$ cat config.mk
export PLATFORM = sky130hd
export DESIGN_NAME = wrh_ctrl
export DESIGN_NICKNAME = d
export VERILOG_FILES = /design/src/design/wrh_pkg.sv /design/src/design/wrh_ctrl.sv
export SDC_FILE = /design/constraint.sdc
export NUM_CORES = 1
export LEC_CHECK = 0
export BUFFER_PORTS_ARGS = -buffer_cell sky130_fd_sc_hd__buf_2
export CAP_MARGIN = 20
export CORE_AREA = 2 2 39 41
export DETAILED_ROUTE_END_ITERATION = 10
export DIE_AREA = 0 0 41 43
export GPL_TIMING_DRIVEN = 1
export PLACE_DENSITY = 0.65
export SYNTH_ARGS = -nofsm -noshare
export SYNTH_HDL_FRONTEND = slang
export SYNTH_SLANG_ARGS = --single-unit
$ cat constraint.sdc
create_clock -name clk_i -period 1.3 [get_ports clk_i]
set_input_delay 0.065 -clock clk_i [delete_from_list [all_inputs] [get_ports clk_i]]
set_output_delay 0.065 -clock clk_i [all_outputs]
set_load 0.01 [all_outputs]
$ cat src/design/wrh_pkg.sv
// shared types and constants for the water ripple heightmap engine
// no dependencies; used by every module of the block
`default_nettype none

package wrh_pkg;

  // default grid size
  localparam int COLS_DEF = 32;
  localparam int ROWS_DEF = 16;

  // field widths
  localparam int HEIGHT_W = 8;
  localparam int DECAY_W  = 9;
  localparam int OPC_W    = 2;
  localparam int COLIDX_W = 5;
  localparam int ROWIDX_W = 4;

  // configuration port
  localparam int APB_ADDR_W = 3;
  localparam int APB_DATA_W = 32;
  localparam logic REG_DECAY = 1'b0;
  localparam logic [DECAY_W-1:0] DECAY_RST = 9'd225;

  // operation codes
  localparam logic [OPC_W-1:0] OP_TOUCH  = 2'd0;
  localparam logic [OPC_W-1:0] OP_UPDATE = 2'd1;
  localparam logic [OPC_W-1:0] OP_READ   = 2'd2;
  localparam logic [OPC_W-1:0] OP_CLEAR  = 2'd3;

  // input transaction
  typedef struct packed {
    logic [OPC_W-1:0]    opcode;
    logic [COLIDX_W-1:0] col_index;
    logic [ROWIDX_W-1:0] row_index;
    logic [HEIGHT_W-1:0] touch_height;
  } in_t;

  // result transaction
  typedef struct packed {
    logic [HEIGHT_W-1:0] cell_height;
    logic [OPC_W-1:0]    done_opcode;
  } out_t;

  // datapath commands
  typedef enum logic [3:0] {
    DP_NOP,
    DP_LATCH,
    DP_CLR_STEP,
    DP_TOUCH,
    DP_RD_CELL,
    DP_RD_EW,
    DP_RD_NS,
    DP_CALC,
    DP_WRITE
  } dp_op_e;

  typedef struct packed {
    dp_op_e op;
    logic   finish;
  } cmd_t;

  typedef struct packed {
    logic clr_last;
    logic sw_last;
  } status_t;

endpackage

`default_nettype wire

$ cat src/design/wrh_ctrl.sv
// controller: sequences clearing, touch, read and update sweep
// uses wrh_pkg; issues commands to wrh_datapath
`default_nettype none

module wrh_ctrl (
  input  wire logic                       clk_i,
  input  wire logic                       rst_ni,
  input  wire logic                       start_i,
  input  wire logic [wrh_pkg::OPC_W-1:0]  opcode_i,
  input  wire wrh_pkg::status_t           status_i,
  output logic                            busy_o,
  output wrh_pkg::cmd_t                   cmd_o
);

  typedef enum logic [3:0] {
    S_INIT,
    S_IDLE,
    S_CLR,
    S_TOUCH,
    S_RD_ADDR,
    S_RD_OUT,
    S_EW,
    S_NS,
    S_CALC,
    S_WRITE
  } state_e;

  state_e state_q, state_d;

  // next state and datapath command
  always_comb begin
    state_d      = state_q;
    cmd_o.op     = wrh_pkg::DP_NOP;
    cmd_o.finish = 1'b0;
    case (state_q)
      S_INIT: begin
        cmd_o.op = wrh_pkg::DP_CLR_STEP;
        if (status_i.clr_last) begin
          state_d = S_IDLE;
        end
      end
      S_IDLE: begin
        if (start_i) begin
          cmd_o.op = wrh_pkg::DP_LATCH;
          case (opcode_i)
            wrh_pkg::OP_TOUCH:  state_d = S_TOUCH;
            wrh_pkg::OP_UPDATE: state_d = S_EW;
            wrh_pkg::OP_READ:   state_d = S_RD_ADDR;
            default:            state_d = S_CLR;
          endcase
        end
      end
      S_CLR: begin
        cmd_o.op     = wrh_pkg::DP_CLR_STEP;
        cmd_o.finish = status_i.clr_last;
        if (status_i.clr_last) begin
          state_d = S_IDLE;
        end
      end
      S_TOUCH: begin
        cmd_o.op     = wrh_pkg::DP_TOUCH;
        cmd_o.finish = 1'b1;
        state_d      = S_IDLE;
      end
      S_RD_ADDR: begin
        cmd_o.op = wrh_pkg::DP_RD_CELL;
        state_d  = S_RD_OUT;
      end
      S_RD_OUT: begin
        cmd_o.finish = 1'b1;
        state_d      = S_IDLE;
      end
      S_EW: begin
        cmd_o.op = wrh_pkg::DP_RD_EW;
        state_d  = S_NS;
      end
      S_NS: begin
        cmd_o.op = wrh_pkg::DP_RD_NS;
        state_d  = S_CALC;
      end
      S_CALC: begin
        cmd_o.op = wrh_pkg::DP_CALC;
        state_d  = S_WRITE;
      end
      S_WRITE: begin
        cmd_o.op     = wrh_pkg::DP_WRITE;
        cmd_o.finish = status_i.sw_last;
        state_d      = status_i.sw_last ? S_IDLE : S_EW;
      end
      default: begin
        state_d = S_IDLE;
      end
    endcase
  end

  // state register; reset starts the map clearing pass
  always_ff @(posedge clk_i or negedge rst_ni) begin
    if (!rst_ni) begin
      state_q <= S_INIT;
    end else begin
      state_q <= state_d;
    end
  end

  assign busy_o = (state_q != S_IDLE);

endmodule

`default_nettype wire

======== Yosys cells after proc, flatten, opt, wreduce, memory -nomap -nowiden ========
Cells that the tools add are included.
word-level totals
  flip-flop bits (word level) ............. 4
  output and inout port bits .............. 6
operators by class
  equal/unequal tests ..................... 14
  multiplexer cells ....................... 8
  reductions and logical operators ........ 5
operators with widths
  cell                  count
  $pmux W4 S8           1
  $pmux W4 S7           1
  $eq A4 B3 Y1 const B  4
  $pmux W3 S3           1
  $eq A4 B2 Y1 const B  2
  $eq A4 B4 Y1 const B  2
  $mux W4               2
  $eq A4 B1 Y1 const B  1
  $logic_not A4 Y1      1
  $ne A4 B1 Y1 const B  1
  $reduce_or A2 Y1      2
  $mux W3               1
  $pmux W1 S3           1
  $eq A2 B1 Y1 const B  1
  $eq A2 B2 Y1 const B  1
  $logic_not A2 Y1      1
  $ne A2 B1 Y1 const B  1
  $ne A2 B2 Y1 const B  1
  $reduce_and A2 Y1     1
  $mux W1               1

======== Depth between registers and ports, before layout ========
Gate-level depths: netlist (run 1).
  word-level depth ........................ 4
  mapped depth ............................ 5
  mapped depth without buffers ............ 5

======== Worst setup path before layout (run 1) ========
Ideal clock, no wire load.
  kind .................................... flip-flop to flip-flop
  start point ............................. reg state_q[3]
  end point ............................... reg state_q[0]
  setup time .............................. 0.140 ns
  data arrival time ....................... 0.984 ns
  required time ........................... 1.160 ns
  path slack .............................. 0.176 ns
  stages on the path, launching flop included .. 6
  path buffers ............................ 2
  path through ............................ dfrtp_1 -> buf_6 -> buf_8 -> nor3b_1 -> o21bai_1 -> o221ai_1
on the way
  cells in the longest elaborated chain, start to end .. 4
  elaborated cells on any way between the ends .. 13
  classes of those cells .................. eq/ne: 9; mux: 1; reduce/logical: 3
ends and longest elaborated chain
  what                                                     RTL line         RTL
  from (decl)                                              wrh_ctrl.sv:28   state_e state_q, state_d;
  from (signal assigned)                                   wrh_ctrl.sv:101  state_q <= state_d;
  $eq A4 B2 Y1 / $logic_not A4 Y1 (equally long branches)  wrh_ctrl.sv:35   case (state_q)
  $reduce_or A2 Y1 (no source line)                        n/a
  $ne A2 B1 Y1 (no source line)                            n/a
  $reduce_and A2 Y1 (no source line)                       n/a
Several ways; a longest one is shown, not always the timed one.
A chain may end at the register's enable or synchronous reset.

==> results of run 1 <==
==> Yosys cell counts, types with 2 or more instances <==
master	number	area share
a21oi_1	2	0.021
a31oi_1	2	0.026
buf_6	2	0.047
dfrtp_1	4	0.21
ha_1	2	0.052
inv_1	3	0.023
mux2i_1	2	0.042
nand2_1	7	0.055
nand3b_1	2	0.031
nor2_1	3	0.023
o22ai_1	2	0.026
==> final timing paths <==
path | from | end | depth (start not counted)
setup / recovery | state_q[0]$_DFFE_PN0P_ | cmd_o[2] | 4
hold / removal | status_i[1] | state_q[1]$_DFFE_PN0P_ | 4
setup reg to reg | state_q[0]$_DFFE_PN0P_ | state_q[0]$_DFFE_PN0P_ | 5
hold reg to reg | state_q[0]$_DFFE_PN0P_ | state_q[3]$_DFFE_PN0P_ | 2
max in group asynchronous | rst_ni | state_q[1]$_DFFE_PN0P_ | 2
min in group asynchronous | rst_ni | state_q[0]$_DFFE_PN0P_ | 2
==> metal layers <==
| metal | global-route usage | wire length (um) | part of all wire | vias to the layer above |
|---|---|---|---|---|
| li1 | - | - | - | 266 |
| met5 | 0 | 0 | 0 | - |
| met1 | 0.197 | 596 | 0.41 | 263 |
| met4 | 0.107 | 60 | 0.041 | 0 |
| met3 | 0.0262 | 70 | 0.048 | 10 |
| met2 | 0.278 | 736 | 0.50 | 27 |
==> kinds of logic after synthesis <==
group                    share of synthesized area
adder cells (fa/ha/maj)                     0.0519
flip-flops                                   0.208
AND/OR/NAND/NOR                              0.299
buffers and inverters                        0.145
AO/OA/AOI/OAI                                0.223
multiplexers                                0.0727
==> layout make-up <==
type / instances / area, sq um
fillers: 122 / 599
multi-input cells: 42 / 384
repair buffers: 34 / 243
flip-flops and latches: 4 / 104
clock buffers: 3 / 22.5
well taps: 16 / 20.0
inverters: 3 / 11.3
==> stage by stage <==
step	setup WS (ns)	hold WS [ns]
2_1_floorplan	0.176	-0.231
3_3_place_gp	0.0493	-0.123
3_5_place_dp	-0.0113	-0.122
4_1_cts	-0.0691	0.114
5_1_grt	-0.121	0.142
6_report	-0.0829	0.137
==> power breakdown <==
group	leakage (nW)	internal (mW)	total (mW)	switching [mW]
clock	0.0138	0.104	0.162	0.0582
sequential	0.0474	0.173	0.241	0.0686
combinational	0.329	0.671	1.21	0.542
total	0.391	0.947	1.62	0.669
==> worst max-delay path, cell delays in order (launching register included) <==
cell and delay, ns:
dfrtp_2 0.40, buf_4 0.12, and2b_2 0.21, a211oi_2 0.18, buf_2 0.15
==> cells in the final DEF (no fill, tap or decap), drive strengths merged, types with 2 or more instances in the layout <==
master / count
and2b: 2
inv: 3
nand3b: 2
clkbuf: 3
a31oi: 2
buf: 33
o22ai: 2
nor2: 3
a21oi: 2
mux2i: 2
and3b: 2
ha: 2
nand2: 7
dfrtp: 4
==> repair_timing <==
action | in CTS | in global routing
gates cloned | 0 | 0
hold buffers | 1 | 0
pin swaps | 2 | 3
gates resized for setup | 11 | 15
setup buffers | 10 | 4
endpoints found under the setup margin | 7 | 9
endpoints found under the hold margin | 4 | 0
==> flow_summary.json, run 1 <==
{
  "synth_edf_count": 0,
  "routedWlPerCell_um": 14.3,
  "gp_congestion": 0.804,
  "htree_levels": 1,
  "place_area_sq_um": 556,
  "dieWidth_um": 41,
  "vias": 566,
  "hold_violations": 0,
  "grt_max_degree": 11,
  "diodes": 0,
  "arrival_ns": 1.32,
  "total_power_mw": 1.62,
  "final_util": 0.567,
  "fin_skew_ns": 0.0117,
  "ys_types": 34,
  "core_area_sq_um": 1380,
  "clock-sinks": 4,
  "crit_fanout": 4,
  "syn_area_sq_um": 482,
  "ios": 13,
  "dp.cells": 84,
  "worst_slack_ns": -0.0829,
  "violations": "negative setup slack",
  "required_ns": 1.24,
  "finalSetupViolations": 7,
  "start_util": 0.348,
  "area_growth_pct": 62.9,
  "first_iter_violations": 21,
  "seq_area_frac_synth": 0.208,
  "period_share": 1.06,
  "grt_pass1_wl_um": 2090,
  "final_cell_count_no_fill": 102,
  "grt_pass1_vias": 523,
  "regMostFlops": "state_q",
  "cts.clk_slew.worst_paths_ns": 0.05,
  "cts_root_buf": "clkbuf_4",
  "p_leak_nw": 0.391,
  "cts_buffer_depth": 2,
  "ys_warn_count": 0,
  "chipHeight_um": 43,
  "ir_drop_mv": 0.724,
  "ys_seq_elements": 4,
  "crit_type": "reg2out",
  "dieArea_sq_um": 1760,
  "drcViolationCount": 0,
  "grt_overflow": 0,
  "numCtsBuffers": 3,
  "via_per_inst": 5.55,
  "ff2ff_setup_slack_ns": -0.04,
  "worstHoldPathType": "in2reg",
  "synth-async-reset-ratio": 1.00,
  "syn_inst": 54,
  "track_usage": 0.172,
  "slew_violations": 0,
  "synth_ff_type": "dfrtp_1",
  "fmax_mhz": 723,
  "p_per_area_nw_per_um2": 2060,
  "syn_area_per_cell_sq_um": 8.92,
  "top_regs": "state_q (4)",
  "min_period_ns": 1.38,
  "drt_pass1_iterations": 4,
  "rsz0062_at_grt": "yes",
  "clk_latency_ns": 0.24,
  "fp-row-count": 14,
  "syn_nets": 63,
  "setup_tns_ns": -0.325,
  "start_kind": "register",
  "status": "finished with violations",
  "dp_hpwl_um": 817,
  "layout-drive-gt1-share": 0.674,
  "final_area_sq_um": 785,
  "critPathCaptureType": "output pin",
  "relSlewSlack": 0.834,
  "detail_route.wirelength_um": 1460,
  "worstMarginPinSlew_ns": 0.248,
  "antenna_found_initial": 0,
  "ant_nets": 0,
  "cts_tree": "built",
  "nets": 97,
  "largest_reg_flops": 4,
  "io_buffers": 12,
  "maxCapViolCount": 0
}
(Power assumes the default switching activity.)
==> run 2, diff against run 1 <==
- CTS_BUF_LIST: default -> sky130_fd_sc_hd__clkbuf_4 sky130_fd_sc_hd__clkbuf_8 sky130_fd_sc_hd__clkbuf_16
- clock period: 1.3 -> 1.5 ns (I/O delays scaled with it)
==> flow_summary.json, run 2 (synthesis gave the netlist of run 1 again) <==
{
  "status": "finished clean",
  "worstMarginPinSlew_ns": 0.291,
  "dieWidth_um": 41,
  "n_fill_cell": 147,
  "clk_latency_ns": 0.23,
  "slew_violations": 0,
  "fin_skew_ns": 0.00132,
  "cp_slowest_cell": "dfrtp_2",
  "diodes": 0,
  "final_cell_count_no_fill": 85,
  "start_util": 0.348,
  "dp.cells": 78,
  "critPathCaptureType": "output pin",
  "timing.rr.start": "state_q[3]$_DFFE_PN0P_",
  "htree_levels": 1,
  "track_usage": 0.148,
  "ff2ff_setup_slack_ns": 0.21,
  "drcViolationCount": 0,
  "holdWs_ns": 0.126,
  "fmax_mhz": 717,
  "crit_type": "reg2out",
  "min_to": "state_q[1]$_DFFE_PN0P_",
  "setup_tns_ns": 0,
  "worstHoldPathType": "in2reg",
  "worst_hold_path.num_cells": 4,
  "cp_slowest_stage_delay_ns": 0.48,
  "grt_pass1_vias": 408,
  "area_growth_pct": 19.5,
  "fp-row-count": 14,
  "vias": 444,
  "nets": 80,
  "drt_pass1_iterations": 4,
  "layout_commonest_cell": "buf_2",
  "detail_route.wirelength_um": 991,
  "rr_worst_depth": 3,
  "relSlewSlack": 0.804,
  "numCtsBuffers": 3,
  "final_cell_mix": "13 x buf_2, 7 x nand2_1, 4 x dfrtp_2",
  "grt_pass1_wl_um": 1790,
  "regArea_sq_um": 105,
  "regMostFlops": "state_q",
  "ant_nets": 0,
  "cts_root_buf": "clkbuf_4",
  "cts_tree": "built",
  "cts_buffer_depth": 2,
  "hold_violations": 0,
  "required_ns": 1.42,
  "min_period_ns": 1.39,
  "start_kind": "register",
  "largest_reg_flops": 4,
  "rsz0062_at_grt": "no",
  "layout-drive-gt1-share": 0.449,
  "routedWlPerCell_um": 11.7,
  "p_per_area_nw_per_um2": 1710,
  "core_area_sq_um": 1380,
  "multiInputGateArea_sq_um": 319,
  "finalSetupViolations": 0,
  "p_leak_nw": 0.287,
  "io_buffers": 12,
  "period_share": 0.929,
  "maxCapViolCount": 0,
  "grt_overflow": 0,
  "min-delay-start": "status_i[1]",
  "worstReg2RegEnd": "state_q[0]$_DFFE_PN0P_",
  "first_iter_violations": 2,
  "arrival_ns": 1.32,
  "ios": 13,
  "ir_drop_mv": 0.494,
  "cts.clk_slew.worst_paths_ns": 0.03,
  "crit_fanout": 14,
  "chipHeight_um": 43,
  "dp_hpwl_um": 676,
  "top_regs": "state_q (4)",
  "gp_congestion": 0.838,
  "via_per_inst": 5.22,
  "dieArea_sq_um": 1760,
  "clock-sinks": 4,
  "antenna_found_initial": 0,
  "total_power_mw": 0.983,
  "cp_cell_sequence": "o21ba_2 > a22oi_1 > o22ai_1 > buf_2",
  "grt_max_degree": 20
}
-- run 2: changes by cell type in the layout (fill, tap and decap cells not counted), moves of 2 or more --
cell	delta
buf_6	-4
a21oi_1	+2
buf_4	-14
nor2_1	+3
a21oi_2	-2
nor2_2	-2
-- run 2: layout make-up --
class	instances	share of cell area
Sequential cell	4	0.183
Clock buffer	3	0.0391
Inverter	3	0.0196
Timing Repair Buffer	17	0.170
Tap cell	16	0.0348
Multi-Input combinational cell	42	0.554
-- run 2: routing by layer --
layer	global-route usage	vias to the layer above	share of wire
li1	-	228	-
met1	0.197	200	0.46
met2	0.206	12	0.49
met3	0.0209	4	0.029
met4	0.107	0	0.023
met5	0	-	0
-- run 2: worst max-delay path by stage --
stage	depth (start not counted)	to	start	slack [ns]
after floorplan	5	state_q[0]$_DFFE_PN0P_	state_q[3]$_DFFE_PN0P_	0.38
after global placement	4	cmd_o[1]	state_q[3]$_DFFE_PN0P_	0.15
after detailed placement	4	cmd_o[1]	state_q[3]$_DFFE_PN0P_	0.12
after CTS	4	cmd_o[1]	state_q[3]$_DFFE_PN0P_	0.03
after global routing	3	cmd_o[2]	state_q[1]$_DFFE_PN0P_	0.02
final	4	cmd_o[1]	state_q[1]$_DFFE_PN0P_	0.11
-- run 2: through the flow --
| stage | cell area [sq um] | setup slack (ns) | utilization |
|---|---|---|---|
| after floorplan | 482 | 0.376 | - |
| after global placement | 510 | 0.148 | 0.369 |
| after detailed placement | 510 | 0.122 | 0.369 |
| after CTS | 551 | 0.0317 | 0.398 |
| after global routing | 576 | 0.0216 | 0.416 |
| final | 576 | 0.106 | 0.416 |
-- run 2: what timing repair did --
action | in CTS | in global routing
setup endpoints to repair | 4 | 3
resized for setup | 5 | 1
gates cloned | 0 | 0
hold buffers | 1 | 0
buffers inserted | 0 | 3
endpoints found under the hold margin | 4 | 0
-- run 2: where the power goes --
group          leakage (nW)  internal (mW)  switching, mW
sequential           0.0459          0.152          0.110
combinational         0.227          0.320          0.274
clock                0.0138         0.0891         0.0393
total                 0.287          0.561          0.423
-- run 2: critical path: cells and delay by family (launching register included) --
family	cells	cell delay, ns
AOI/OAI and AO/OA	3	0.45
buffers and inverters	1	0.15
DFF	1	0.48
